<file path="src/sv/tdtt_pkg.sv">
// Package for the task delay timer table: payload structs, op and event codes,
// controller states and the command/status groups. No dependencies.
package tdtt_pkg;

   localparam int NUM_TASKS   = 32;
   localparam int MAX_RESULTS = 32;
   localparam int TASK_W      = $clog2(NUM_TASKS);
   localparam int CNT_W       = $clog2(MAX_RESULTS + 1);
   localparam int ID_W        = 5;
   localparam int DLY_W       = 32;

   localparam logic [2:0] OP_TICK         = 3'd0;
   localparam logic [2:0] OP_TIMED_WAIT   = 3'd1;
   localparam logic [2:0] OP_TIMED_LEAVE  = 3'd2;
   localparam logic [2:0] OP_READY_WAIT   = 3'd3;
   localparam logic [2:0] OP_READY_LEAVE  = 3'd4;
   localparam logic [2:0] OP_READY_RESUME = 3'd5;

   localparam logic [2:0] EV_ACCEPT  = 3'd0;
   localparam logic [2:0] EV_REJECT  = 3'd1;
   localparam logic [2:0] EV_TIMEOUT = 3'd2;
   localparam logic [2:0] EV_READY   = 3'd3;
   localparam logic [2:0] EV_NONE    = 3'd4;

   typedef struct packed {
      logic [2:0]       op;
      logic [ID_W-1:0]  task_req;
      logic [DLY_W-1:0] delay;
   } req_type;

   typedef struct packed {
      logic [ID_W-1:0] task_id;
      logic [2:0]      event_res;
      logic            timed_out;
      logic            last;
   } rsp_type;

   typedef enum logic [2:0] {
      ST_IDLE,
      ST_SCAN,
      ST_DRAIN,
      ST_FLUSH,
      ST_SINGLE
   } state_type;

   typedef struct packed {
      logic load;
      logic scan_issue;
      logic single;
      logic flush;
   } cmd_type;

   typedef struct packed {
      logic ptr_last;
      logic adv;
      logic ev_busy;
      logic out_free;
   } stat_type;

endpackage

</file>
<file path="src/sv/task_delay_timer_table.sv">
// Wait/leave ops: accepted in idle and latched; in the single state the result is
// loaded into the output register once it is free; next transfer taken after that.
// Tick/resume: one slot per cycle through the delay memory read port unless an
// output stall holds the scan; results are held back, the final one sent at flush.
// Reset clears list bits, timeout flags and control; the delay memory is not cleared.
module task_delay_timer_table (
   input  logic              clock,
   input  logic              reset,
   input  logic              req_valid,
   output logic              req_stall,
   input  tdtt_pkg::req_type req_payload,
   output logic              rsp_valid,
   input  logic              rsp_stall,
   output tdtt_pkg::rsp_type rsp_payload
);

   tdtt_pkg::cmd_type  cmd;
   tdtt_pkg::stat_type stat;

   tdtt_ctrl u_ctrl (
      .clock     (clock),
      .reset     (reset),
      .req_valid (req_valid),
      .req_op    (req_payload.op),
      .stat      (stat),
      .req_stall (req_stall),
      .cmd       (cmd)
   );

   tdtt_datapath u_datapath (
      .clock       (clock),
      .reset       (reset),
      .req_payload (req_payload),
      .cmd         (cmd),
      .rsp_stall   (rsp_stall),
      .stat        (stat),
      .rsp_valid   (rsp_valid),
      .rsp_payload (rsp_payload)
   );

endmodule

</file>
<file path="src/sv/tdtt_ctrl.sv">
// Controller for the task delay timer table: sequences single ops and slot scans.
// Depends on tdtt_pkg.
module tdtt_ctrl (
   input  logic              clock,
   input  logic              reset,
   input  logic              req_valid,
   input  logic [2:0]        req_op,
   input  tdtt_pkg::stat_type stat,
   output logic              req_stall,
   output tdtt_pkg::cmd_type cmd
);

   tdtt_pkg::state_type state_ff, state_in;

   always_ff @(posedge clock) begin
      if (reset) begin
         state_ff <= tdtt_pkg::ST_IDLE;
      end else begin
         state_ff <= state_in;
      end
   end

   always_comb begin
      state_in = state_ff;
      unique case (state_ff)
         tdtt_pkg::ST_IDLE: begin
            if (req_valid) begin
               priority if (req_op == tdtt_pkg::OP_TICK || req_op == tdtt_pkg::OP_READY_RESUME)
                  state_in = tdtt_pkg::ST_SCAN;
               else if (req_op == tdtt_pkg::OP_TIMED_WAIT || req_op == tdtt_pkg::OP_TIMED_LEAVE
                        || req_op == tdtt_pkg::OP_READY_WAIT
                        || req_op == tdtt_pkg::OP_READY_LEAVE)
                  state_in = tdtt_pkg::ST_SINGLE;
               else
                  state_in = tdtt_pkg::ST_FLUSH;
            end
         end
         tdtt_pkg::ST_SCAN: begin
            if (stat.adv && stat.ptr_last) state_in = tdtt_pkg::ST_DRAIN;
         end
         tdtt_pkg::ST_DRAIN: begin
            if (!stat.ev_busy) state_in = tdtt_pkg::ST_FLUSH;
         end
         tdtt_pkg::ST_FLUSH: begin
            if (stat.out_free) state_in = tdtt_pkg::ST_IDLE;
         end
         tdtt_pkg::ST_SINGLE: begin
            if (stat.out_free) state_in = tdtt_pkg::ST_IDLE;
         end
         default: state_in = tdtt_pkg::ST_IDLE;
      endcase
   end

   always_comb begin
      cmd        = '0;
      req_stall  = 1'b1;
      unique case (state_ff)
         tdtt_pkg::ST_IDLE: begin
            req_stall = 1'b0;
            cmd.load  = req_valid;
         end
         tdtt_pkg::ST_SCAN:   cmd.scan_issue = 1'b1;
         tdtt_pkg::ST_DRAIN:  cmd.scan_issue = 1'b0;
         tdtt_pkg::ST_FLUSH:  cmd.flush      = 1'b1;
         tdtt_pkg::ST_SINGLE: cmd.single     = 1'b1;
         default:             cmd            = '0;
      endcase
   end

   assert property (@(posedge clock) disable iff (reset)
      (state_ff == tdtt_pkg::ST_SCAN && stat.adv && stat.ptr_last)
      |=> state_ff == tdtt_pkg::ST_DRAIN)
      else $error("scan did not end after last slot");

   assert property (@(posedge clock) disable iff (reset)
      (state_ff == tdtt_pkg::ST_FLUSH) |-> !stat.ev_busy)
      else $error("flush while a slot is still in evaluation");

   assert property (@(posedge clock) disable iff (reset)
      (state_ff != tdtt_pkg::ST_IDLE && $past(state_ff) == tdtt_pkg::ST_IDLE)
      |-> $past(req_valid))
      else $error("left idle without a transfer");

endmodule

</file>
<file path="src/sv/tdtt_datapath.sv">
// Datapath for the task delay timer table: list bits, timeout flags, delay memory,
// scan pipeline, held-back result and output register. Depends on tdtt_pkg.
module tdtt_datapath (
   input  logic               clock,
   input  logic               reset,
   input  tdtt_pkg::req_type  req_payload,
   input  tdtt_pkg::cmd_type  cmd,
   input  logic               rsp_stall,
   output tdtt_pkg::stat_type stat,
   output logic               rsp_valid,
   output tdtt_pkg::rsp_type  rsp_payload
);

   logic [tdtt_pkg::NUM_TASKS-1:0] timed_ff, timed_in;
   logic [tdtt_pkg::NUM_TASKS-1:0] ready_ff, ready_in;
   logic [tdtt_pkg::NUM_TASKS-1:0] flag_ff, flag_in;

   logic [tdtt_pkg::DLY_W-1:0] delay_mem [tdtt_pkg::NUM_TASKS];
   logic [tdtt_pkg::DLY_W-1:0] rd_data_ff;

   logic [2:0]                  op_ff;
   logic [tdtt_pkg::ID_W-1:0]   task_ff;
   logic [tdtt_pkg::DLY_W-1:0]  delay_ff;

   logic [tdtt_pkg::TASK_W-1:0] ptr_ff, ptr_in;
   logic                        ev_valid_ff, ev_valid_in;
   logic [tdtt_pkg::TASK_W-1:0] ev_idx_ff, ev_idx_in;

   logic                        pend_valid_ff, pend_valid_in;
   tdtt_pkg::rsp_type           pend_ff, pend_in;
   logic [tdtt_pkg::CNT_W-1:0]  found_ff, found_in;

   logic                        rsp_valid_ff, rsp_valid_in;
   tdtt_pkg::rsp_type           rsp_ff, rsp_in;

   logic                        mem_we;
   logic [tdtt_pkg::TASK_W-1:0] mem_waddr;
   logic [tdtt_pkg::DLY_W-1:0]  mem_wdata;
   logic                        rd_en;

   logic                        out_free, adv, blocked, do_eval;
   logic                        ev_t, ev_r, ev_f, tw, rw, wake, emit_ok;
   logic [tdtt_pkg::DLY_W-1:0]  dec;
   tdtt_pkg::rsp_type           ev_res;

   logic [tdtt_pkg::TASK_W-1:0] sidx;
   logic                        slot_ok, s_t, s_r, s_f;

   assign out_free = !rsp_valid_ff || !rsp_stall;

   always_comb begin
      ev_t = timed_ff[ev_idx_ff];
      ev_r = ready_ff[ev_idx_ff];
      ev_f = flag_ff[ev_idx_ff];
      dec  = tdtt_pkg::DLY_W'(ev_t) + tdtt_pkg::DLY_W'(ev_r);
      if (op_ff == tdtt_pkg::OP_TICK) begin
         tw = ev_t && (rd_data_ff == '0);
         rw = ev_r && (ev_t ? (rd_data_ff == tdtt_pkg::DLY_W'(1)) : (rd_data_ff == '0));
      end else begin
         tw = 1'b0;
         rw = ev_r;
      end
      wake    = tw || rw;
      emit_ok = wake && (found_ff < tdtt_pkg::CNT_W'(tdtt_pkg::MAX_RESULTS));
      ev_res.task_id   = tdtt_pkg::ID_W'(ev_idx_ff);
      ev_res.event_res = tw ? tdtt_pkg::EV_TIMEOUT : tdtt_pkg::EV_READY;
      ev_res.timed_out = ev_f || tw;
      ev_res.last      = 1'b0;
      blocked = ev_valid_ff && emit_ok && pend_valid_ff && !out_free;
      adv     = !blocked;
      do_eval = ev_valid_ff && adv;
      rd_en   = cmd.scan_issue && adv;
   end

   assign sidx    = tdtt_pkg::TASK_W'(task_ff);
   assign slot_ok = int'(task_ff) < tdtt_pkg::NUM_TASKS;
   assign s_t     = timed_ff[sidx];
   assign s_r     = ready_ff[sidx];
   assign s_f     = flag_ff[sidx];

   always_comb begin
      timed_in      = timed_ff;
      ready_in      = ready_ff;
      flag_in       = flag_ff;
      ptr_in        = ptr_ff;
      ev_valid_in   = ev_valid_ff;
      ev_idx_in     = ev_idx_ff;
      pend_valid_in = pend_valid_ff;
      pend_in       = pend_ff;
      found_in      = found_ff;
      rsp_valid_in  = rsp_valid_ff && rsp_stall;
      rsp_in        = rsp_ff;
      mem_we        = 1'b0;
      mem_waddr     = ev_idx_ff;
      mem_wdata     = rd_data_ff - dec;

      if (cmd.load) begin
         ptr_in        = '0;
         ev_valid_in   = 1'b0;
         pend_valid_in = 1'b0;
         found_in      = '0;
      end

      if (adv) begin
         ev_valid_in = cmd.scan_issue;
      end
      if (rd_en) begin
         ev_idx_in = ptr_ff;
         ptr_in    = ptr_ff + tdtt_pkg::TASK_W'(1);
      end

      if (do_eval) begin
         timed_in[ev_idx_ff] = ev_t && !tw;
         ready_in[ev_idx_ff] = ev_r && !rw;
         flag_in[ev_idx_ff]  = ev_f || tw;
         mem_we = (op_ff == tdtt_pkg::OP_TICK) && (ev_t || ev_r);
         if (emit_ok) begin
            if (pend_valid_ff) begin
               rsp_valid_in = 1'b1;
               rsp_in       = pend_ff;
            end
            pend_valid_in = 1'b1;
            pend_in       = ev_res;
            found_in      = found_ff + tdtt_pkg::CNT_W'(1);
         end
      end

      if (cmd.flush && out_free) begin
         rsp_valid_in = 1'b1;
         if (pend_valid_ff) begin
            rsp_in      = pend_ff;
            rsp_in.last = 1'b1;
         end else begin
            rsp_in.task_id   = '0;
            rsp_in.event_res = tdtt_pkg::EV_NONE;
            rsp_in.timed_out = 1'b0;
            rsp_in.last      = 1'b1;
         end
         pend_valid_in = 1'b0;
      end

      if (cmd.single && out_free) begin
         rsp_valid_in     = 1'b1;
         rsp_in.task_id   = task_ff;
         rsp_in.last      = 1'b1;
         rsp_in.event_res = tdtt_pkg::EV_REJECT;
         rsp_in.timed_out = slot_ok && s_f;
         mem_waddr        = sidx;
         mem_wdata        = delay_ff;
         unique case (op_ff)
            tdtt_pkg::OP_TIMED_WAIT: begin
               if (slot_ok && !s_t) begin
                  timed_in[sidx]   = 1'b1;
                  mem_we           = 1'b1;
                  rsp_in.event_res = tdtt_pkg::EV_ACCEPT;
               end
            end
            tdtt_pkg::OP_TIMED_LEAVE: begin
               if (slot_ok && s_t) begin
                  timed_in[sidx]   = 1'b0;
                  flag_in[sidx]    = 1'b0;
                  rsp_in.event_res = tdtt_pkg::EV_ACCEPT;
                  rsp_in.timed_out = 1'b0;
               end
            end
            tdtt_pkg::OP_READY_WAIT: begin
               if (slot_ok && !s_r) begin
                  ready_in[sidx]   = 1'b1;
                  mem_we           = 1'b1;
                  rsp_in.event_res = tdtt_pkg::EV_ACCEPT;
               end
            end
            tdtt_pkg::OP_READY_LEAVE: begin
               if (slot_ok && s_r) begin
                  ready_in[sidx]   = 1'b0;
                  rsp_in.event_res = tdtt_pkg::EV_ACCEPT;
               end
            end
            default: rsp_in.event_res = tdtt_pkg::EV_REJECT;
         endcase
      end
   end

   always_ff @(posedge clock) begin
      if (mem_we) delay_mem[mem_waddr] <= mem_wdata;
      if (rd_en) rd_data_ff <= delay_mem[ptr_ff];
   end

   always_ff @(posedge clock) begin
      if (cmd.load) begin
         op_ff    <= req_payload.op;
         task_ff  <= req_payload.task_req;
         delay_ff <= req_payload.delay;
      end
      ev_idx_ff <= ev_idx_in;
      pend_ff   <= pend_in;
      rsp_ff    <= rsp_in;
   end

   always_ff @(posedge clock) begin
      if (reset) begin
         timed_ff      <= '0;
         ready_ff      <= '0;
         flag_ff       <= '0;
         ptr_ff        <= '0;
         ev_valid_ff   <= 1'b0;
         pend_valid_ff <= 1'b0;
         found_ff      <= '0;
         rsp_valid_ff  <= 1'b0;
      end else begin
         timed_ff      <= timed_in;
         ready_ff      <= ready_in;
         flag_ff       <= flag_in;
         ptr_ff        <= ptr_in;
         ev_valid_ff   <= ev_valid_in;
         pend_valid_ff <= pend_valid_in;
         found_ff      <= found_in;
         rsp_valid_ff  <= rsp_valid_in;
      end
   end

   assign stat.ptr_last = ptr_ff == tdtt_pkg::TASK_W'(tdtt_pkg::NUM_TASKS - 1);
   assign stat.adv      = adv;
   assign stat.ev_busy  = ev_valid_ff;
   assign stat.out_free = out_free;

   assign rsp_valid   = rsp_valid_ff;
   assign rsp_payload = rsp_ff;

   assert property (@(posedge clock) disable iff (reset)
      !(ev_valid_ff && (cmd.flush || cmd.single)))
      else $error("scan evaluation overlaps a result load");

   assert property (@(posedge clock) disable iff (reset)
      found_ff <= tdtt_pkg::CNT_W'(tdtt_pkg::MAX_RESULTS))
      else $error("result count past limit");

   assert property (@(posedge clock) disable iff (reset)
      pend_valid_ff |-> found_ff != '0)
      else $error("held result without count");

   assert property (@(posedge clock) disable iff (reset)
      ((cmd.single || cmd.flush) && out_free) |=> (rsp_valid_ff && rsp_ff.last))
      else $error("final result not marked last");

endmodule
</file>
<file path="config.mk">
export PLATFORM = sky130hd
export DESIGN_NAME = task_delay_timer_table
export DESIGN_NICKNAME = d
export VERILOG_FILES = /design/src/sv/tdtt_pkg.sv /design/src/sv/task_delay_timer_table.sv /design/src/sv/tdtt_ctrl.sv /design/src/sv/tdtt_datapath.sv
export SDC_FILE = /design/constraint.sdc
export NUM_CORES = 1
export LEC_CHECK = 0
export BUFFER_PORTS_ARGS = -buffer_cell sky130_fd_sc_hd__buf_2
export CORE_UTILIZATION = 45
export DETAILED_ROUTE_END_ITERATION = 8
export PLACE_DENSITY = 0.64
export SLEW_MARGIN = 25
export SYNTH_ARGS = -nofsm -noshare
export SYNTH_HDL_FRONTEND = slang
export SYNTH_SLANG_ARGS = --single-unit
</file>
<file path="constraint.sdc">
create_clock -name clock -period 11.5 [get_ports clock]
set_input_delay 1.725 -clock clock [delete_from_list [all_inputs] [get_ports clock]]
set_output_delay 1.725 -clock clock [all_outputs]
set_load 0.005 [all_outputs]
</file>
==> results.py <==
metrics = {
    "clock_tree": {
        "numCtsBuffers": 130,
        "cts_root_buf": "clkbuf_16",
        "htreeDepth": 4,
        "postCtsResizedCells": 0,
        "clkSinkCount": 1231,
        "cts_hold_buffers": 0,
        "clkTransAtPathRegs_ps": 60,
        "cts.path.max_buffers": 3,
        "cts_setup_buffers": 0,
        "cts_tree": "built",
        "clock_latency_ps": 760,
    },
    "layout": {
        "area_delta_synth_final_pct": 13.9,
        "multi_input_area_um2": 15100,
        "layout_common_cells": "edfxtp_1, mux4_2, nor3_1, clkbuf_16, dfxtp_1",
        "instances_no_fill": 4496,
        "final_common_cell": "edfxtp_1",
        "register_area_um2": 35800,
        "fillers": 8931,
        "final_nets": 2946,
        "drive_gt1_share_pct": 28.5,
    },
    "synth": {
        "synth_seq_cells": 1231,
        "synth.avg_cell_area_um2": 18.2,
        "syn_nets": 2870,
        "syn_area_um2": 51200,
        "ys_seq_area_share_pct": 69.9,
        "synth_edf_count": 1117,
        "ys_async_sr_fraction_pct": 0,
        "yosys.area.top_type": "edfxtp_1",
        "synthCells": 2818,
        "synth_top_area_share_pct": 65.5,
        "yosys_warnings": 0,
        "ys_types": 63,
        "synth.top_cells.by_area": "edfxtp_1, mux4_2, dfxtp_1, nor3_1, a211oi_1",
        "synth_flop_cell": "edfxtp_1",
    },
    "sta": {
        "maxSlewViolCount": 0,
        "tightest_slew_ps": 1210,
        "layout_setup_ws_ps": 4720,
        "rsz0062_at_grt": "no",
        "fin_skew_ps": 62.5,
        "period_minus_slack_ps": 6780,
        "fmax_mhz": 147,
        "fin_crit_sh_pct": 59.0,
        "setup_violations": 0,
        "hold_viol_final": 0,
        "fin_setup_tns_ps": 0,
        "slew_headroom_pct": 18.9,
    },
    "place": {
        "dp_slack_ps": 4590,
        "globalplace.congestion": 0.936,
        "portBuffers": 55,
        "placed_cells": 4260,
        "hpwlAfterDp_um": 71900,
    },
    "grt": {
        "grt_overflow": 0,
        "grt_pass1_wl_um": 205000,
        "track_usage_pct": 24.7,
        "first_global_vias": 29419,
        "grt_antenna_before_repair": 3,
        "grt_max_degree": 162,
    },
    "drt": {
        "drtIter0Drc": 3841,
        "num_vias": 29553,
        "drt-total-wl_um": 143000,
        "final_antenna_net_count": 0,
        "routedWlPerCell_um": 31.8,
        "dr.pass1.iters": 6,
        "vias_per_cell": 6.57,
        "drcViolationCount": 0,
    },
    "critical_path": {
        "cp_data_arrival_time_ps": 7230,
        "crit_type": "register to register",
        "worstPathMaxFanout": 32,
        "cp-end-kind": "register",
        "start_kind": "register",
        "critPathRequiredTime_ps": 11950,
    },
    "power_and_ir_drop": {
        "p_per_area_nw_per_um2": 191,
        "p_leak_uw": 0.0173,
        "vdd_drop_max_uv": 167,
    },
    "die": {
        "std_cell_rows": 123,
        "pin_count": 56,
        "die_x_um": 339,
        "die_h_um": 339,
        "initial_core_util_pct": 45.5,
        "die_area_um2": 115000,
        "fp.coreArea_um2": 113000,
    },
    "status": {
        "outcome": "finished, final reports clean",
    },
    "run": {
        "cap_violations": 0,
    },
    "min_path": {
        "worstHoldPathType": "register to register",
    },
}
-- critical path, cell delays in order, from the launching register on --
cell and delay (ps):
edfxtp_1 870, nand2b_1 230, nor2_1 790, a221oi_1 270
o2111ai_2 520, inv_1 100, ha_1 290, ha_1 240
inv_1 120, fa_1 470, or3_1 460, or2_2 420
nor3_1 270, nand3b_1 350, nor3_1 350, xnor2_1 150
o21ai_4 550
-- layer usage --
layer  track usage (%)  wire length, um  vias to the layer above
met3              4.83            12800                      367
li1                  -                -                    11965
met2              39.1            68200                     1752
met4              9.57             5260                        0
met1              34.0            56700                    15469
met5                 0                0                        -
-- stage by stage --
step | hold slack (ps) | cell area, um^2 | util [%] | power [uW]
floorplan | 406 | 51200 | - | 6500
global placement | 447 | 53900 | 47.8 | 6930
detailed placement | 453 | 53900 | 47.8 | 6990
CTS | 467 | 58200 | 51.7 | 11200
global route | 486 | 58300 | 51.8 | 11500
finish | 457 | 58300 | 51.8 | 11100
-- kinds of logic after synthesis --
kind of cell | after synthesis | share of synthesized area, %
AO/OA/AOI/OAI | 414 | 5.75
XOR/XNOR | 27 | 0.462
adder cells (fa/ha/maj) | 8 | 0.210
buffers and inverters | 232 | 1.86
flip-flops | 1231 | 69.9
multiplexers | 418 | 16.9
AND/OR/NAND/NOR | 488 | 4.91
-- state kept, by name (all words and copies together), names as in the netlist --
register / cells
u_datapath.pend_ff: 7
u_datapath.rd_data_ff: 32
u_datapath.timed_ff: 32
u_datapath.delay_mem: 1024
u_datapath.pend_valid_ff: 1
u_datapath.ev_idx_ff: 5
u_datapath.rsp_payload: 10
u_datapath.ptr_ff: 5
u_datapath.op_ff: 3
u_datapath.ready_ff: 32
u_datapath.rsp_valid: 1
u_datapath.found_ff: 6
u_datapath.delay_ff: 32
u_datapath.ev_valid_ff: 1
u_ctrl.state_ff: 3
u_datapath.sidx: 5
u_datapath.flag_ff: 32
-- cell usage after synthesis, drive strengths merged (4+ instances only) --
master and number:
edfxtp 1117, mux4 353, clkbuf 160, nor3 158, dfxtp 114, a211oi 100
nor2 72, a31oi 71, nand2 65, buf 57, nand3 50, nor4 41
a21oi 38, o31ai 37, o21ai 36, mux2 34, a211o 32, a31o 31
mux2i 31, or3 31, xnor2 19, o22ai 18, inv 15, o211ai 13
nand2b 12, and3 10, nand3b 8, or2 8, or3b 8, xor2 8
a22oi 7, ha 7, nor3b 7, a32oi 4, nand4 4, nor2b 4
o32ai 4, o41ai 4, or4 4
-- final timing paths --
path	from	endpoint	slack [ps]	cells past startpoint
hold / removal	u_datapath.rsp_payload[0]	u_datapath.rsp_payload[0]	460	1
setup / recovery	u_datapath.ev_idx_ff[3]	u_datapath.delay_mem[10][26]	4720	16
setup reg to reg	u_datapath.ev_idx_ff[3]	u_datapath.delay_mem[10][26]	4720	16
hold reg to reg	u_datapath.rsp_payload[0]	u_datapath.rsp_payload[0]	460	1
-- final cells by class --
| cell class | instances | area share, % |
|---|---|---|
| inverter | 15 | 0.0965 |
| timing repair buffer | 161 | 1.97 |
| antenna | 1 | 0.00429 |
| clock inverter | 77 | 1.57 |
| tap | 1500 | 3.22 |
| multi-input combinational | 1355 | 25.9 |
| sequential | 1231 | 61.4 |
| clock buffer | 156 | 5.85 |
-- power breakdown --
part	switching, uW	total (uW)	internal, uW
clock	1780	4200	2420
sequential	101	5400	5300
combinational	951	1520	569
(Power assumes the default switching activity.)
